**config.mk**
```make
export PLATFORM = sky130hd
export DESIGN_NAME = distance_vector_route_table_flat
export DESIGN_NICKNAME = d
export VERILOG_FILES = /design/src/rtl/dvrt_pkg.sv /design/src/rtl/dvrt_if.sv /design/src/rtl/dvrt_route_mem.sv /design/src/rtl/dvrt_engine.sv /design/src/rtl/distance_vector_route_table.sv /design/src/flat_wrapper.sv
export SDC_FILE = /design/constraint.sdc
export NUM_CORES = 1
export LEC_CHECK = 0
export ABC_AREA = 1
export BUFFER_PORTS_ARGS = -buffer_cell sky130_fd_sc_hd__buf_2
export CAP_MARGIN = 30
export CORE_MARGIN = 2
export CORE_UTILIZATION = 55
export CTS_BUF_LIST = sky130_fd_sc_hd__clkbuf_2 sky130_fd_sc_hd__clkbuf_4 sky130_fd_sc_hd__clkbuf_8
export CTS_CLUSTER_DIAMETER = 120
export DETAILED_ROUTE_END_ITERATION = 10
export GPL_ROUTABILITY_DRIVEN = 1
export PLACE_DENSITY = 0.74
export SLEW_MARGIN = 30
export SYNTH_ARGS = -nofsm -noshare
export SYNTH_HDL_FRONTEND = slang
export SYNTH_HIERARCHICAL = 1
export SYNTH_SLANG_ARGS = --single-unit
```
**constraint.sdc**
```tcl
create_clock -name clock -period 5.1 [get_ports clock]
set_clock_uncertainty 0.2 [all_clocks]
set_input_delay 0.255 -clock clock [delete_from_list [all_inputs] [get_ports clock]]
set_output_delay 0.255 -clock clock [all_outputs]
set_load 0.005 [all_outputs]
```
**src/rtl/dvrt_pkg.sv**
```systemverilog
// Shared types and constants of the distance-vector route table.
// Field widths, operation and result codes, item structs, controller states.
// No dependencies; compile first.
package dvrt_pkg;

   localparam int OP_W   = 3;
   localparam int NODE_W = 5;
   localparam int DIST_W = 8;
   localparam int PORT_W = 3;
   localparam int KIND_W = 4;

   localparam logic [DIST_W-1:0] DIST_MAX = '1;

   typedef enum logic [OP_W-1:0] {
      OP_ADVERTISE = 3'd0,
      OP_FAILED    = 3'd1,
      OP_LINK_DOWN = 3'd2,
      OP_LOGGER    = 3'd3,
      OP_LOOKUP    = 3'd4
   } op_type;

   typedef enum logic [KIND_W-1:0] {
      KIND_FWD_ROUTE    = 4'd0,
      KIND_REPLY_ROUTE  = 4'd1,
      KIND_FWD_FAILED   = 4'd2,
      KIND_NODE_LOST    = 4'd3,
      KIND_LINKDOWN_DONE = 4'd4,
      KIND_FWD_LOGGER   = 4'd5,
      KIND_REPLY_LOGGER = 4'd6,
      KIND_LOCAL        = 4'd7,
      KIND_FOUND        = 4'd8,
      KIND_NO_PATH      = 4'd9
   } kind_type;

   typedef enum logic [2:0] {
      ST_IDLE,
      ST_EVAL,
      ST_SCAN_RD,
      ST_SCAN_CHK,
      ST_DONE
   } state_type;

   typedef struct packed {
      logic [OP_W-1:0]   op;
      logic [NODE_W-1:0] node_id;
      logic [DIST_W-1:0] distance;
      logic [PORT_W-1:0] port;
   } req_item_type;

   typedef struct packed {
      kind_type          kind;
      logic [NODE_W-1:0] node_id_res;
      logic [DIST_W-1:0] distance_res;
      logic [PORT_W-1:0] port_res;
      logic              last;
   } rsp_item_type;

   typedef struct packed {
      logic [DIST_W-1:0] distance;
      logic [PORT_W-1:0] port;
   } entry_type;

   function automatic logic [DIST_W-1:0] sat_inc(input logic [DIST_W-1:0] d);
      return (d == DIST_MAX) ? d : d + DIST_W'(1);
   endfunction

endpackage

```
**src/rtl/dvrt_if.sv**
```systemverilog
// Valid/ready channel interfaces for route events and route results.
// Depends on dvrt_pkg for field widths.
interface dvrt_req_if import dvrt_pkg::*; ();
   logic              valid;
   logic              ready;
   logic [OP_W-1:0]   op;
   logic [NODE_W-1:0] node_id;
   logic [DIST_W-1:0] distance;
   logic [PORT_W-1:0] port;

   modport source (output valid, op, node_id, distance, port, input ready);
   modport sink   (input valid, op, node_id, distance, port, output ready);
endinterface

interface dvrt_rsp_if import dvrt_pkg::*; ();
   logic              valid;
   logic              ready;
   logic [KIND_W-1:0] kind;
   logic [NODE_W-1:0] node_id_res;
   logic [DIST_W-1:0] distance_res;
   logic [PORT_W-1:0] port_res;
   logic              last;

   modport source (output valid, kind, node_id_res, distance_res, port_res, last,
                   input ready);
   modport sink   (input valid, kind, node_id_res, distance_res, port_res, last,
                   output ready);
endinterface

```
**src/rtl/dvrt_route_mem.sv**
```systemverilog
// Route entry memory: distance and port per node id, one write and one
// registered read port. Depends on dvrt_pkg for entry_type.
module dvrt_route_mem import dvrt_pkg::*; #(
   parameter int  DEPTH = 32,
   localparam int AW    = $clog2(DEPTH)
) (
   input  logic          clock,
   input  logic          rd_en,
   input  logic [AW-1:0] rd_addr,
   output entry_type     rd_data,
   input  logic          wr_en,
   input  logic [AW-1:0] wr_addr,
   input  entry_type     wr_data
);

   entry_type mem_ff [DEPTH];
   entry_type rd_data_ff;

   always_ff @(posedge clock) begin
      if (wr_en) begin
         mem_ff[wr_addr] <= wr_data;
      end
      if (rd_en) begin
         rd_data_ff <= mem_ff[rd_addr];
      end
   end

   assign rd_data = rd_data_ff;

endmodule

```
**src/rtl/dvrt_engine.sv**
```systemverilog
// Route table controller: valid bits, logger entry, per-item evaluation and
// the link-down table scan. Depends on dvrt_pkg; drives dvrt_route_mem ports.
module dvrt_engine import dvrt_pkg::*; #(
   parameter int  NODE_COUNT = 32,
   parameter int  PORT_COUNT = 8,
   localparam int IDX_W      = $clog2(NODE_COUNT)
) (
   input  logic              clock,
   input  logic              reset,
   input  logic              start,
   input  req_item_type      item,
   input  logic [NODE_W-1:0] own_node,
   input  logic              out_free,
   output logic              ready,
   output logic              emit,
   output rsp_item_type      emit_item,
   output logic              mem_rd_en,
   output logic [IDX_W-1:0]  mem_rd_addr,
   input  entry_type         mem_rd_data,
   output logic              mem_wr_en,
   output logic [IDX_W-1:0]  mem_wr_addr,
   output entry_type         mem_wr_data
);

   localparam logic [IDX_W-1:0] LAST_IDX = IDX_W'(NODE_COUNT - 1);

   state_type         state_ff, state_in;
   req_item_type      item_ff, item_in;
   logic [IDX_W-1:0]  scan_idx_ff, scan_idx_in;
   logic [NODE_COUNT-1:0] valid_ff, valid_in;
   logic              logger_valid_ff, logger_valid_in;
   logic [NODE_W-1:0] logger_node_ff, logger_node_in;
   logic [DIST_W-1:0] logger_dist_ff, logger_dist_in;

   logic [IDX_W-1:0]  node_idx;
   logic [DIST_W-1:0] d1;
   logic              node_ok, port_ok, range_ok, own_hit, entry_valid, scan_hit;

   logic              ev_has_res, ev_wr_route, ev_clr_valid;
   logic              ev_set_logger, ev_clr_logger, ev_scan;
   rsp_item_type      ev_res;

   assign node_idx    = IDX_W'(item_ff.node_id);
   assign d1          = sat_inc(item_ff.distance);
   assign node_ok     = int'(item_ff.node_id) < NODE_COUNT;
   assign port_ok     = int'(item_ff.port) < PORT_COUNT;
   assign range_ok    = node_ok && port_ok;
   assign own_hit     = (item_ff.node_id == own_node);
   assign entry_valid = node_ok && valid_ff[node_idx];
   assign scan_hit    = valid_ff[scan_idx_ff] && (mem_rd_data.port == item_ff.port);

   // Decide the outcome of one event from the registered entry read issued when it was taken
   always_comb begin
      ev_has_res          = 1'b0;
      ev_wr_route         = 1'b0;
      ev_clr_valid        = 1'b0;
      ev_set_logger       = 1'b0;
      ev_clr_logger       = 1'b0;
      ev_scan             = 1'b0;
      ev_res.kind         = KIND_FWD_ROUTE;
      ev_res.node_id_res  = item_ff.node_id;
      ev_res.distance_res = '0;
      ev_res.port_res     = item_ff.port;
      ev_res.last         = 1'b1;
      unique case (item_ff.op)
         OP_ADVERTISE: begin
            if (range_ok && !own_hit) begin
               if (!entry_valid || mem_rd_data.distance > d1) begin
                  ev_wr_route         = 1'b1;
                  ev_has_res          = 1'b1;
                  ev_res.distance_res = d1;
               end else if (sat_inc(mem_rd_data.distance) < item_ff.distance) begin
                  ev_has_res          = 1'b1;
                  ev_res.kind         = KIND_REPLY_ROUTE;
                  ev_res.distance_res = mem_rd_data.distance;
               end
            end
         end
         OP_FAILED: begin
            if (range_ok && entry_valid) begin
               ev_has_res = 1'b1;
               if (mem_rd_data.port == item_ff.port) begin
                  ev_clr_valid  = 1'b1;
                  ev_clr_logger = logger_valid_ff && (logger_node_ff == item_ff.node_id);
                  ev_res.kind   = KIND_FWD_FAILED;
               end else begin
                  ev_res.kind         = KIND_REPLY_ROUTE;
                  ev_res.distance_res = mem_rd_data.distance;
               end
            end
         end
         OP_LINK_DOWN: begin
            ev_scan = range_ok;
         end
         OP_LOGGER: begin
            if (range_ok) begin
               if (!logger_valid_ff || logger_dist_ff > d1) begin
                  ev_set_logger       = 1'b1;
                  ev_has_res          = 1'b1;
                  ev_res.kind         = KIND_FWD_LOGGER;
                  ev_res.distance_res = d1;
               end else if (logger_dist_ff < d1) begin
                  ev_has_res          = 1'b1;
                  ev_res.kind         = KIND_REPLY_LOGGER;
                  ev_res.node_id_res  = logger_node_ff;
                  ev_res.distance_res = logger_dist_ff;
               end
            end
         end
         OP_LOOKUP: begin
            ev_has_res = 1'b1;
            if (own_hit) begin
               ev_res.kind     = KIND_LOCAL;
               ev_res.port_res = '0;
            end else if (entry_valid) begin
               ev_res.kind         = KIND_FOUND;
               ev_res.distance_res = mem_rd_data.distance;
               ev_res.port_res     = mem_rd_data.port;
            end else begin
               ev_res.kind     = KIND_NO_PATH;
               ev_res.port_res = '0;
            end
         end
         default: begin
         end
      endcase
   end

   always_ff @(posedge clock) begin
      if (reset) begin
         state_ff        <= ST_IDLE;
         valid_ff        <= '0;
         logger_valid_ff <= 1'b0;
         logger_node_ff  <= '0;
         logger_dist_ff  <= '0;
      end else begin
         state_ff        <= state_in;
         valid_ff        <= valid_in;
         logger_valid_ff <= logger_valid_in;
         logger_node_ff  <= logger_node_in;
         logger_dist_ff  <= logger_dist_in;
      end
   end

   always_ff @(posedge clock) begin
      item_ff     <= item_in;
      scan_idx_ff <= scan_idx_in;
   end

   always_comb begin
      state_in        = state_ff;
      item_in         = item_ff;
      scan_idx_in     = scan_idx_ff;
      valid_in        = valid_ff;
      logger_valid_in = logger_valid_ff;
      logger_node_in  = logger_node_ff;
      logger_dist_in  = logger_dist_ff;
      ready           = 1'b0;
      emit            = 1'b0;
      emit_item       = ev_res;
      mem_rd_en       = 1'b0;
      mem_rd_addr     = IDX_W'(item.node_id);
      mem_wr_en       = 1'b0;
      mem_wr_addr     = node_idx;
      mem_wr_data     = '{distance: d1, port: item_ff.port};
      unique case (state_ff)
         ST_IDLE: begin
            ready = 1'b1;
            if (start) begin
               item_in   = item;
               mem_rd_en = 1'b1;
               state_in  = ST_EVAL;
            end
         end
         ST_EVAL: begin
            // hold until the output register can take the result
            if (!ev_has_res || out_free) begin
               emit = ev_has_res;
               if (ev_wr_route) begin
                  mem_wr_en          = 1'b1;
                  valid_in[node_idx] = 1'b1;
               end
               if (ev_clr_valid) begin
                  valid_in[node_idx] = 1'b0;
               end
               if (ev_set_logger) begin
                  logger_valid_in = 1'b1;
                  logger_node_in  = item_ff.node_id;
                  logger_dist_in  = d1;
               end else if (ev_clr_logger) begin
                  logger_valid_in = 1'b0;
                  logger_node_in  = '0;
                  logger_dist_in  = '0;
               end
               scan_idx_in = '0;
               state_in    = ev_scan ? ST_SCAN_RD : ST_IDLE;
            end
         end
         ST_SCAN_RD: begin
            mem_rd_en   = 1'b1;
            mem_rd_addr = scan_idx_ff;
            state_in    = ST_SCAN_CHK;
         end
         ST_SCAN_CHK: begin
            emit_item.kind         = KIND_NODE_LOST;
            emit_item.node_id_res  = NODE_W'(scan_idx_ff);
            emit_item.distance_res = '0;
            emit_item.port_res     = item_ff.port;
            emit_item.last         = 1'b0;
            if (!scan_hit || out_free) begin
               emit = scan_hit;
               if (scan_hit) begin
                  valid_in[scan_idx_ff] = 1'b0;
               end
               if (scan_idx_ff == LAST_IDX) begin
                  state_in = ST_DONE;
               end else begin
                  scan_idx_in = scan_idx_ff + IDX_W'(1);
                  state_in    = ST_SCAN_RD;
               end
            end
         end
         ST_DONE: begin
            emit_item.kind         = KIND_LINKDOWN_DONE;
            emit_item.node_id_res  = '0;
            emit_item.distance_res = '0;
            emit_item.port_res     = item_ff.port;
            emit_item.last         = 1'b1;
            if (out_free) begin
               emit     = 1'b1;
               state_in = ST_IDLE;
            end
         end
         default: begin
            state_in = ST_IDLE;
         end
      endcase
   end

endmodule

```
**src/rtl/distance_vector_route_table.sv**
```systemverilog
// Distance-vector route table, one entry per node id.
// Depends on dvrt_pkg, dvrt_if, dvrt_route_mem and dvrt_engine.
//
// req_chan carries routing events (advertise, failed node, link down, logger
// advert, lookup); a transfer happens when valid and ready are both high.
// rsp_chan returns zero or more results per event, in order; last marks the
// final result of an event. csr_wr_en/csr_wr_data write the own node id;
// the user must write it only while the block is idle; the block does not enforce this.
//
// Each event reads its table entry from a memory with a registered read port
// and updates the table, where the event calls for it, in the evaluate state;
// ready is low from the cycle after a transfer until the event is done, so no
// new event is taken before then; each result goes to the output register.
// A link-down event with an in-range node id and port scans the whole table,
// reading and then checking each entry, with one node lost result per cleared
// route and a closing done result.
// The output register takes a new result while the previous one is being
// transferred; when the receiver stalls, a controller with a result to give holds its state and
// stops taking events until the register frees up.
// Reset clears all route valid bits, the logger entry and the own node id.
module distance_vector_route_table import dvrt_pkg::*; #(
   parameter int NODE_COUNT = 32,
   parameter int PORT_COUNT = 8
) (
   input  logic              clock,
   input  logic              reset,
   dvrt_req_if.sink          req_chan,
   dvrt_rsp_if.source        rsp_chan,
   input  logic              csr_wr_en,
   input  logic [NODE_W-1:0] csr_wr_data
);

   localparam int IDX_W = $clog2(NODE_COUNT);

   logic [NODE_W-1:0] own_node_ff;
   logic              rsp_valid_ff, rsp_valid_in;
   rsp_item_type      rsp_item_ff, rsp_item_in;

   req_item_type      req_item;
   logic              req_xfer;
   logic              out_free;
   logic              eng_ready;
   logic              eng_emit;
   rsp_item_type      eng_item;
   logic              mem_rd_en, mem_wr_en;
   logic [IDX_W-1:0]  mem_rd_addr, mem_wr_addr;
   entry_type         mem_rd_data, mem_wr_data;

   assign req_item = '{op: req_chan.op, node_id: req_chan.node_id,
                       distance: req_chan.distance, port: req_chan.port};
   assign req_chan.ready = eng_ready;
   assign req_xfer = req_chan.valid && eng_ready;
   assign out_free = !rsp_valid_ff || rsp_chan.ready;

   always_ff @(posedge clock) begin
      if (reset) begin
         own_node_ff <= '0;
      end else if (csr_wr_en) begin
         own_node_ff <= csr_wr_data;
      end
   end

   dvrt_engine #(
      .NODE_COUNT (NODE_COUNT),
      .PORT_COUNT (PORT_COUNT)
   ) u_engine (
      .clock       (clock),
      .reset       (reset),
      .start       (req_xfer),
      .item        (req_item),
      .own_node    (own_node_ff),
      .out_free    (out_free),
      .ready       (eng_ready),
      .emit        (eng_emit),
      .emit_item   (eng_item),
      .mem_rd_en   (mem_rd_en),
      .mem_rd_addr (mem_rd_addr),
      .mem_rd_data (mem_rd_data),
      .mem_wr_en   (mem_wr_en),
      .mem_wr_addr (mem_wr_addr),
      .mem_wr_data (mem_wr_data)
   );

   dvrt_route_mem #(
      .DEPTH (NODE_COUNT)
   ) u_route_mem (
      .clock   (clock),
      .rd_en   (mem_rd_en),
      .rd_addr (mem_rd_addr),
      .rd_data (mem_rd_data),
      .wr_en   (mem_wr_en),
      .wr_addr (mem_wr_addr),
      .wr_data (mem_wr_data)
   );

   // Output register: load a new result, or drop the one just transferred
   always_comb begin
      rsp_valid_in = rsp_valid_ff;
      rsp_item_in  = rsp_item_ff;
      if (eng_emit) begin
         rsp_valid_in = 1'b1;
         rsp_item_in  = eng_item;
      end else if (rsp_chan.ready) begin
         rsp_valid_in = 1'b0;
      end
   end

   always_ff @(posedge clock) begin
      if (reset) begin
         rsp_valid_ff <= 1'b0;
      end else begin
         rsp_valid_ff <= rsp_valid_in;
      end
   end

   always_ff @(posedge clock) begin
      rsp_item_ff <= rsp_item_in;
   end

   assign rsp_chan.valid        = rsp_valid_ff;
   assign rsp_chan.kind         = rsp_item_ff.kind;
   assign rsp_chan.node_id_res  = rsp_item_ff.node_id_res;
   assign rsp_chan.distance_res = rsp_item_ff.distance_res;
   assign rsp_chan.port_res     = rsp_item_ff.port_res;
   assign rsp_chan.last         = rsp_item_ff.last;

   // Never overwrite a result that has not been transferred
   a_emit_needs_room: assert property (@(posedge clock) disable iff (reset)
      eng_emit |-> out_free)
      else $error("result emitted while output register is occupied");

   // Ready drops once an event is transferred, as the controller is busy with it
   a_busy_after_xfer: assert property (@(posedge clock) disable iff (reset)
      req_xfer |=> !req_chan.ready)
      else $error("ready high right after an event transfer");

   // A node lost result is never marked last, since the done result follows it
   a_node_lost_not_last: assert property (@(posedge clock) disable iff (reset)
      (eng_emit && eng_item.kind == KIND_NODE_LOST) |-> !eng_item.last)
      else $error("node lost result marked last");

endmodule
```
**src/flat_wrapper.sv**
```systemverilog
// flat-port wrapper written by rule: the top's interface ports become plain ports
module distance_vector_route_table_flat import dvrt_pkg::*;
#(
   parameter int NODE_COUNT = 32,
   parameter int PORT_COUNT = 8
)
  (clock, reset, csr_wr_en, csr_wr_data, req_chan_valid, req_chan_op, req_chan_node_id, req_chan_distance, req_chan_port, req_chan_ready, rsp_chan_valid, rsp_chan_kind, rsp_chan_node_id_res, rsp_chan_distance_res, rsp_chan_port_res, rsp_chan_last, rsp_chan_ready);
  dvrt_req_if req_chan_i ();
  dvrt_rsp_if rsp_chan_i ();
  input  logic clock;
  input  logic reset;
  input  logic csr_wr_en;
  input  logic [NODE_W-1:0] csr_wr_data;
  input wire logic [$bits(req_chan_i.valid)-1:0] req_chan_valid;
  input wire logic [$bits(req_chan_i.op)-1:0] req_chan_op;
  input wire logic [$bits(req_chan_i.node_id)-1:0] req_chan_node_id;
  input wire logic [$bits(req_chan_i.distance)-1:0] req_chan_distance;
  input wire logic [$bits(req_chan_i.port)-1:0] req_chan_port;
  output wire logic [$bits(req_chan_i.ready)-1:0] req_chan_ready;
  output wire logic [$bits(rsp_chan_i.valid)-1:0] rsp_chan_valid;
  output wire logic [$bits(rsp_chan_i.kind)-1:0] rsp_chan_kind;
  output wire logic [$bits(rsp_chan_i.node_id_res)-1:0] rsp_chan_node_id_res;
  output wire logic [$bits(rsp_chan_i.distance_res)-1:0] rsp_chan_distance_res;
  output wire logic [$bits(rsp_chan_i.port_res)-1:0] rsp_chan_port_res;
  output wire logic [$bits(rsp_chan_i.last)-1:0] rsp_chan_last;
  input wire logic [$bits(rsp_chan_i.ready)-1:0] rsp_chan_ready;
  assign req_chan_i.valid = req_chan_valid;
  assign req_chan_i.op = req_chan_op;
  assign req_chan_i.node_id = req_chan_node_id;
  assign req_chan_i.distance = req_chan_distance;
  assign req_chan_i.port = req_chan_port;
  assign req_chan_ready = req_chan_i.ready;
  assign rsp_chan_valid = rsp_chan_i.valid;
  assign rsp_chan_kind = rsp_chan_i.kind;
  assign rsp_chan_node_id_res = rsp_chan_i.node_id_res;
  assign rsp_chan_distance_res = rsp_chan_i.distance_res;
  assign rsp_chan_port_res = rsp_chan_i.port_res;
  assign rsp_chan_last = rsp_chan_i.last;
  assign rsp_chan_i.ready = rsp_chan_ready;
  distance_vector_route_table #(.NODE_COUNT(NODE_COUNT), .PORT_COUNT(PORT_COUNT)) u_core (.clock(clock), .reset(reset), .req_chan(req_chan_i), .rsp_chan(rsp_chan_i), .csr_wr_en(csr_wr_en), .csr_wr_data(csr_wr_data));
endmodule
```
==> metrics, run 1 <==
status completed; Detailed Place HPWL 36,700 um; Synth Flop Type edfxtp_1; Port Buffers 51; vias per std cell 5.83; CTS sink cnt 463; syn_nets 2,494; top-level I/O count 52; layout cell share with drive strength beyond 1 0.0931; mapped cell area 0.0222 mm2; register bit count reported by yosys 463; fin util 0.620; commonest non-fill, non-tap cell in the layout nand2_1; largest fanout on the critical path 11; crit path kind reg -> reg; Initial Utilization 0.559; antenna violations before repair 1; startpoint types register; Worst VDD drop 0.378 mV; Final Total Pwr 0.0128 W; Iter 0 DRT Violations 2,398; Slew @ Worst Pin 1.02 ns; CTS clk-pin slew, worst paths 0.06 ns; Worst Reg2Reg Path Length in Cells 22; largest net degree at the start of global routing 177; CP required 5.13 ns; max-cap viol count 0; most frequent cells in the layout 868 x nand2_1, 412 x nand3_1, 408 x edfxtp_1; Die X 205 um; Synth cell types 42; Die H 205 um; number of H-tree levels 3; CTS root buf clkbuf_8; worst hold path depth 2; Rel. slew slack 0.317; Clk Latency, worst-skew pair 0.65 ns; LEAKAGE 10.0 nW; EDFF count, synth 408; core box area 0.0398 mm2; final hold slack 0.103 ns; Placed Area 0.0227 mm2; Slew Limit Fails 0; period utilization 0.974; drt first pass iters 6; CTS buffer count 79; first-pass GRT wire length 93,500 um; Overflow after GRT 0; RePlAce Congestion 0.929; standard-cell rows 73; Cells after Synth 2,443; FMAX 201 MHz; Seq/Total Area, Yosys 0.600; Tmin final 4.97 ns; synthesis warning total 6; asr flop ratio synth 0; syn_area_per_cell 9.10 um2; final instance area 0.0247 mm2; Setup crit end kind register; Area Growth Syn to Fin 11.1%; vias after detailed routing 18.1k; Die ar. 0.0421 mm2; Detailed Route WL 61,000 um; CTS max path bufs 3; setup_tns 0 ns; Tightest Hold Check Type in -> reg; Critical Path AT 5.00 ns; DRC Markers 0; Antenna Diode Count 0; pwr/cell area 519 mW/mm2; Hold Fails Final Rpt 0; nets 2,568; vias in the first global route 16.8k; RSZ-0062 raised after global routing true; Routed Antenna Nets 0; TritonCTS clock tree built; GRT Util Overall 0.291; Final setup viols 0; drt wl/cell 19.6 um
[report_power, final]
part | internal [W] | switching, W
combinational | 0.00117 | 0.00313
clock | 0.00186 | 0.00150
sequential | 0.00481 | 0.000356
[critical path: stages (launching register included)]
cell,delay (ns)
edfxtp_1,0.52
ha_1,0.22
inv_1,0.06
nor2_1,0.19
nand2_1,0.18
nand2_1,0.10
nor2_1,0.06
a21oi_4,0.11
inv_1,0.07
ha_1,0.29
nand2_1,0.07
a21oi_2,0.12
nand2_1,0.07
nand2_1,0.06
nand2_1,0.04
nand2_1,0.06
nand2_1,0.09
nand2_2,0.08
nand2_1,0.09
nor3_1,0.15
buf_4,0.16
nand3_1,0.60
nor2_1,0.94
[cell families after synthesis]
family | share of synthesized area
buffers and inverters | 0.0601
AO/OA/AOI/OAI | 0.0313
AND/OR/NAND/NOR | 0.290
flip-flops | 0.600
XOR/XNOR | 0.00591
adder cells (fa/ha/maj) | 0.0124
[what timing repair did]
item | in CTS | in global routing
setup buffers | 0 | 0
hold buffers | 38 | 0
gates resized for setup | 0 | 1
hold endpoints to repair | 41 | 0
setup endpoints to repair | 0 | 88
[sequential cells by signal, indices dropped and copies added, names as in the netlist]
name	count
u_core/rsp_chan.last	1
u_core/rsp_chan.node_id_res	5
u_core/rsp_chan.distance_res	8
u_core/u_engine/logger_node_ff	5
u_core/u_engine/valid_ff	32
u_core/u_engine/state_ff	3
u_core/u_engine/scan_idx_ff	5
u_core/rsp_chan.kind	4
u_core/u_route_mem/mem_ff	352
u_core/own_node_ff	5
u_core/u_engine/logger_valid_ff	1
u_core/rsp_chan.port_res	3
u_core/rsp_chan.valid	1
u_core/u_engine/logger_dist_ff	8
u_core/u_engine/mem_wr_data	3
u_core/u_engine/item_ff	11
u_core/u_route_mem/rd_data	11
u_core/u_engine/mem_wr_addr	5
[synth_stat cells, types with 3 or more instances]
library cell,instances,area share
xnor2_1,8,0.0032
nand2_2,3,0.00084
inv_1,136,0.023
buf_6,19,0.0096
inv_2,4,0.00067
o22ai_1,7,0.0020
buf_1,12,0.0020
buf_2,40,0.0090
edfxtp_1,408,0.55
nor3_1,12,0.0027
dfxtp_1,55,0.050
nor2_1,210,0.035
nand4_1,26,0.0073
o21ai_0,45,0.010
a21oi_1,54,0.012
nand3_1,412,0.093
ha_1,22,0.012
buf_4,26,0.0088
clkbuf_1,31,0.0052
clkinv_1,3,0.00051
nand2_1,868,0.15
a22o_1,3,0.0012
o211ai_1,5,0.0017
xor2_1,7,0.0028
[area by class of cell]
class                      instances  area (um2)
clock buffer                     106        1290
clock inverter                    36         283
fill                            3260       15100
inverter                         144         549
multi-input combinational       1706        7650
sequential                       463       13400
tap                              525         657
timing repair buffer             123         923
[metrics by stage]
| stage | std cells | worst slack [ns] |
|---|---|---|
| 2_1_floorplan | 2443 | 0.201 |
| 3_3_place_gp | 2921 | 0.426 |
| 3_5_place_dp | 2922 | 0.287 |
| 4_1_cts | 3102 | 0.243 |
| 5_1_grt | 3103 | -0.216 |
| 6_report | 3103 | 0.133 |
[per-layer routing]
metal | GRT usage | share of wire | vias up
li1 | - | - | 8373
met1 | 0.397 | 0.41 | 8435
met2 | 0.457 | 0.46 | 1098
met3 | 0.0620 | 0.10 | 174
met4 | 0.119 | 0.035 | 0
met5 | 0 | 0 | -
[worst paths after layout]
kind / to / slack [ns] / startpoint
worst max-delay path: u_core/u_route_mem/mem_ff[29][7]$_DFFE_PP_ / 0.13 / u_core/u_engine/item_ff[3]$_DFFE_PP_
worst min register to register: u_core/u_engine/logger_dist_ff[1]$_SDFFE_PP0P_ / 0.29 / u_core/u_engine/logger_dist_ff[1]$_SDFFE_PP0P_
worst max register to register: u_core/u_route_mem/mem_ff[29][7]$_DFFE_PP_ / 0.13 / u_core/u_engine/item_ff[3]$_DFFE_PP_
worst min-delay path: u_core/u_engine/item_ff[5]$_DFFE_PP_ / 0.10 / req_chan_distance[2]
(Power assumes the default switching activity.)
==> run 2: changes to the inputs <==
--- a/config.mk
+++ b/config.mk
@@ -14,7 +14,9 @@
 export CTS_CLUSTER_DIAMETER = 120
 export DETAILED_ROUTE_END_ITERATION = 10
 export GPL_ROUTABILITY_DRIVEN = 1
+export MAX_ROUTING_LAYER = met4
 export PLACE_DENSITY = 0.74
+export SKIP_LAST_GASP = 1
 export SLEW_MARGIN = 30
 export SYNTH_ARGS = -nofsm -noshare
 export SYNTH_HDL_FRONTEND = slang
==> metrics, run 2 (synthesized netlist as in run 1, its figures left out) <==
Tightest Hold Check Type in -> reg; Initial Utilization 0.559; Die H 205 um; Detailed Place HPWL 36,700 um; final instance area 0.0247 mm2; Port Buffers 51; Final setup viols 0; period utilization 0.961; pwr/cell area 517 mW/mm2; Antenna Diode Count 0; crit path kind reg -> reg; vias after detailed routing 18.1k; core box area 0.0398 mm2; largest net degree at the start of global routing 177; top flop regs u_core/u_route_mem/mem_ff x352, u_core/u_engine/valid_ff x32; FMAX 204 MHz; CTS clk-pin slew, worst paths 0.06 ns; Rel. slew slack 0.372; Met1 Wirelength 24,300 um; first-pass GRT wire length 92,900 um; Tmin final 4.90 ns; CTS root buf clkbuf_8; RePlAce Congestion 0.975; met2 wire length 27,500 um; max-cap viol count 0; TritonCTS clock tree built; drt wl/cell 19.6 um; Top Metal Used met4; Clk Latency, worst-skew pair 0.65 ns; # fillers 3,223; number of H-tree levels 3; Placed Area 0.0227 mm2; number of flip-flops in the largest register 352; most frequent cells in the layout 868 x nand2_1, 412 x nand3_1, 408 x edfxtp_1; standard-cell rows 73; DRC Markers 0; Met3 Routed Length 6170 um; RSZ-0062 raised after global routing true; largest fanout on the critical path 11; final hold slack 0.117 ns; Overflow after GRT 0; vias per std cell 5.85; Hold Fails Final Rpt 0; Top reg by flops u_core/u_route_mem/mem_ff; CP required 5.15 ns; LEAKAGE 10.0 nW; Worst VDD drop 0.287 mV; Slew @ Worst Pin 0.939 ns; vias in the first global route 16.8k; GRT Util Overall 0.300; status completed; commonest non-fill, non-tap cell in the layout nand2_1; Detailed Route WL 60,800 um; CTS buffer count 76; CTS max path bufs 3; Area Growth Syn to Fin 10.9%; Setup crit end kind register; setup_tns 0 ns; Slew Limit Fails 0; Routed Antenna Nets 0; Die ar. 0.0421 mm2; Critical Path AT 4.95 ns; Die X 205 um; nets 2,564; top-level I/O count 52; CTS sink cnt 463; antenna violations before repair 0; layout cell share with drive strength beyond 1 0.0918; Iter 0 DRT Violations 2,285; startpoint types register; drt first pass iters 7
## run 2: path summary, 6_finish.rpt
check | startpoint | endpoint | slack, ns | depth (start not counted)
worst max-delay path | u_core/u_engine/item_ff[3]$_DFFE_PP_ | u_core/u_route_mem/mem_ff[24][1]$_DFFE_PP_ | 0.20 | 22
worst min-delay path | req_chan_distance[2] | u_core/u_engine/item_ff[5]$_DFFE_PP_ | 0.12 | 2
worst max register to register | u_core/u_engine/item_ff[3]$_DFFE_PP_ | u_core/u_route_mem/mem_ff[24][1]$_DFFE_PP_ | 0.20 | 22
worst min register to register | u_core/u_engine/logger_dist_ff[1]$_SDFFE_PP0P_ | u_core/u_engine/logger_dist_ff[1]$_SDFFE_PP0P_ | 0.28 | 2
## run 2: critical path, stage by stage (launching register included)
cell and delay [ns]:
edfxtp_1 0.52, ha_1 0.23, inv_1 0.06, nor2_1 0.17, nand2_1 0.17, nand2_1 0.09
nor2_1 0.06, a21oi_4 0.12, inv_1 0.08, ha_1 0.30, inv_1 0.05, o21bai_1 0.14
inv_1 0.06, nand2_1 0.06, nand2_1 0.04, nand2_1 0.06, nand2_1 0.09, nand2_2 0.08
nand2_1 0.09, nor3_1 0.46, nand3_1 0.35, buf_4 0.29, nor2_1 0.72
## run 2: area by class of cell
class / count / area (um2) / share of cell area
sequential: 463 / 13400 / 0.542
timing repair buffer: 122 / 928 / 0.0377
clock inverter: 41 / 317 / 0.0128
inverter: 144 / 544 / 0.0221
clock buffer: 96 / 1210 / 0.0493
tap: 525 / 657 / 0.0266
multi-input combinational: 1706 / 7640 / 0.310
## run 2: per-layer routing
layer | global-route usage | vias to the layer above
met5 | - | -
met4 | 0.139 | 0
met3 | 0.0488 | 227
met2 | 0.454 | 1159
met1 | 0.398 | 8383
li1 | - | 8355
## run 2: per-stage QoR
step | total power, W | setup slack [ns] | util | cells
final | 0.0128 | 0.201 | 0.619 | 3097
after floorplan | 0.00801 | 0.201 | - | 2443
after CTS | 0.0127 | 0.295 | 0.619 | 3097
after detailed placement | 0.00938 | 0.294 | 0.571 | 2922
after global routing | 0.0134 | -0.0399 | 0.619 | 3097
after global placement | 0.00924 | 0.499 | 0.570 | 2921
## run 2: repair_timing
item | 4_1_cts | 5_1_grt
setup buffers | 0 | 0
gates resized for setup | 0 | 2
endpoints found under the hold margin | 40 | 0
endpoints found under the setup margin | 0 | 72
hold buffers | 38 | 0
## run 2: report_power, final
group	switching [W]	total, W	internal (W)
clock network	0.00151	0.00329	0.00178
registers	0.000329	0.00514	0.00481
logic	0.00316	0.00433	0.00116
total	0.00500	0.0128	0.00776
==> run 3: changes to the inputs <==
--- a/config.mk
+++ b/config.mk
@@ -5,7 +5,7 @@
 export SDC_FILE = /design/constraint.sdc
 export NUM_CORES = 1
 export LEC_CHECK = 0
-export ABC_AREA = 1
+export ABC_AREA = 0
 export BUFFER_PORTS_ARGS = -buffer_cell sky130_fd_sc_hd__buf_2
 export CAP_MARGIN = 30
 export CORE_MARGIN = 2
@@ -15,7 +15,7 @@
 export DETAILED_ROUTE_END_ITERATION = 10
 export GPL_ROUTABILITY_DRIVEN = 1
 export MAX_ROUTING_LAYER = met4
-export PLACE_DENSITY = 0.74
+export PLACE_DENSITY = 0.72
 export SKIP_LAST_GASP = 1
 export SLEW_MARGIN = 30
 export SYNTH_ARGS = -nofsm -noshare
==> metrics, run 3 <==
number of flip-flops in the largest register 352; post-synth top area share 0.577; Antenna Diode Count 0; Final setup viols 0; largest net degree at the start of global routing 68; top-level I/O count 52; Tightest Hold Check Type in -> reg; Overflow after GRT 0; drt first pass iters 6; final std cells w/o fill 2,218; CP required 5.22 ns; CTS clk-pin slew, worst paths 0.06 ns; Slew Limit Fails 0; syn_nets 1,573; DRC Markers 0; # fillers 2,849; Critical Path AT 4.98 ns; nets 1,703; most frequent cells in the layout 408 x edfxtp_1, 190 x mux2i_1, 79 x clkbuf_8; EDFF count, synth 408; Detailed Place HPWL 32,700 um; pwr/cell area 347 mW/mm2; Rel. slew slack 0.290; Die ar. 0.0402 mm2; Synth area leaders edfxtp_1 58%, mux2i_1 9.0%, dfxtp_1 5.2%; footprint of the multi-input gates 0.00715 mm2; CTS sink cnt 463; antenna violations before repair 0; Die X 200 um; period utilization 0.953; standard-cell rows 71; most frequent cells after synthesis 408 x edfxtp_1, 191 x mux2i_1, 74 x nor2_1; Initial Utilization 0.561; Worst VDD drop 0.306 mV; Setup crit end kind register; Synth Flop Type edfxtp_1; Die H 200 um; mapped cell area 0.0212 mm2; Port Buffers 51; TritonCTS clock tree built; CTS max path bufs 3; largest fanout on the critical path 9; LEAKAGE 8.49 nW; asr flop ratio synth 0; vias in the first global route 13.9k; status completed; first-pass GRT wire length 80,900 um; max-cap viol count 0; vias per std cell 6.29; synthesis warning total 6; Area Growth Syn to Fin 12.4%; setup bufs post-CTS 0; count leader, synth edfxtp_1; Clk Latency, worst-skew pair 0.64 ns; Placed Area 0.0221 mm2; RSZ-0062 raised after global routing false; Routed Antenna Nets 0; vias after detailed routing 13.9k; number of H-tree levels 3; syn_area_per_cell 14.0 um2; Hold Fails Final Rpt 0; Tmin final 4.86 ns; register bit count reported by yosys 463; Final Total Pwr 0.00829 W; Slew @ Worst Pin 1.06 ns; CTS root buf clkbuf_8; GRT Util Overall 0.270; CTS buffer count 76; RePlAce Congestion 0.947; core box area 0.0378 mm2; fin util 0.631; Seq/Total Area, Yosys 0.629; Yosys top cell by area edfxtp_1; setup_tns 0 ns; DP Cell Count 2,053; commonest non-fill, non-tap cell in the layout edfxtp_1; startpoint types register; Detailed Route WL 52,900 um; FF+latch area 0.0134 mm2; Top reg by flops u_core/u_route_mem/mem_ff; Synth cell types 82; Iter 0 DRT Violations 1,554; top flop regs u_core/u_route_mem/mem_ff x352, u_core/u_engine/valid_ff x32; drt wl/cell 23.8 um; crit path kind reg -> reg; FMAX 206 MHz; final instance area 0.0239 mm2; Cells after Synth 1,522; layout cell share with drive strength beyond 1 0.181
run 3: per-stage QoR:
stage	hold WS (ns)	setup WS [ns]
2_1_floorplan	0.124	0.0252
3_3_place_gp	0.232	0.339
3_5_place_dp	0.234	0.0782
4_1_cts	0.0327	0.0910
5_1_grt	0.128	0.00296
6_report	0.152	0.239
run 3: where the power goes:
group / leakage (nW) / switching [W] / internal, W / total, W
logic: 3.60 / 0.000592 / 0.000299 / 0.000891
clock network: 0.753 / 0.00143 / 0.00164 / 0.00307
registers: 4.13 / 0.0000832 / 0.00425 / 0.00433
run 3: worst paths after layout:
kind | start | end | slack (ns) | cells after the start
worst max register to register | u_core/u_engine/item_ff[4]$_DFFE_PP_ | u_core/u_route_mem/mem_ff[24][5]$_DFFE_PP_ | 0.24 | 15
worst max-delay path | u_core/u_engine/item_ff[4]$_DFFE_PP_ | u_core/u_route_mem/mem_ff[24][5]$_DFFE_PP_ | 0.24 | 15
worst min-delay path | req_chan_distance[2] | u_core/u_engine/item_ff[5]$_DFFE_PP_ | 0.15 | 2
worst min register to register | u_core/u_engine/valid_ff[6]$_SDFFE_PP0P_ | u_core/u_engine/valid_ff[6]$_SDFFE_PP0P_ | 0.31 | 2
run 3: per-layer routing:
layer  vias to the layer above  track usage  share of wire
met4                         0        0.114          0.035
li1                       6233            -              -
met5                         -            -              0
met2                       688        0.422           0.48
met1                      6894        0.350           0.41
met3                       132       0.0461          0.078
run 3: final cells by class:
cell class | instances | share of cell area
clock inverters | 25 | 0.00514
multi-input cells | 918 | 0.300
inverters | 39 | 0.00613
clock buffers | 108 | 0.0547
flip-flops and latches | 463 | 0.559
well taps | 511 | 0.0268
repair buffers | 154 | 0.0481
run 3: kinds of logic (layout without fill, tap and decap cells):
group / Yosys count / in the layout / share of synthesized area
adders and majority gates: 22 / 22 / 0.0130
AOI/OAI and AO/OA: 347 / 347 / 0.123
and+or+nand+nor: 306 / 306 / 0.0758
muxes: 218 / 218 / 0.109
xor gates and xnor gates: 25 / 25 / 0.0103
DFF: 463 / 463 / 0.629
buffers and inverters: 141 / 326 / 0.0404
run 3: worst max-delay path, cell delays in order, from the launching register on:
cell and delay [ns]:
edfxtp_1 0.47, ha_1 0.33, nand3_1 0.29, nor2_2 0.34
xnor2_4 0.10, ha_1 0.19, nand2b_1 0.15, o211ai_1 0.10
a21boi_0 0.22, o2111ai_1 0.14, a21o_1 0.22, a221oi_4 0.29
and4_1 0.36, or3b_2 0.64, nor2_1 0.28, buf_4 0.24
run 3: what timing repair did:
action | CTS | global route
endpoints found under the hold margin | 26 | 10
setup endpoints to repair | 0 | 51
hold buffers | 31 | 1
resized for setup | 0 | 2
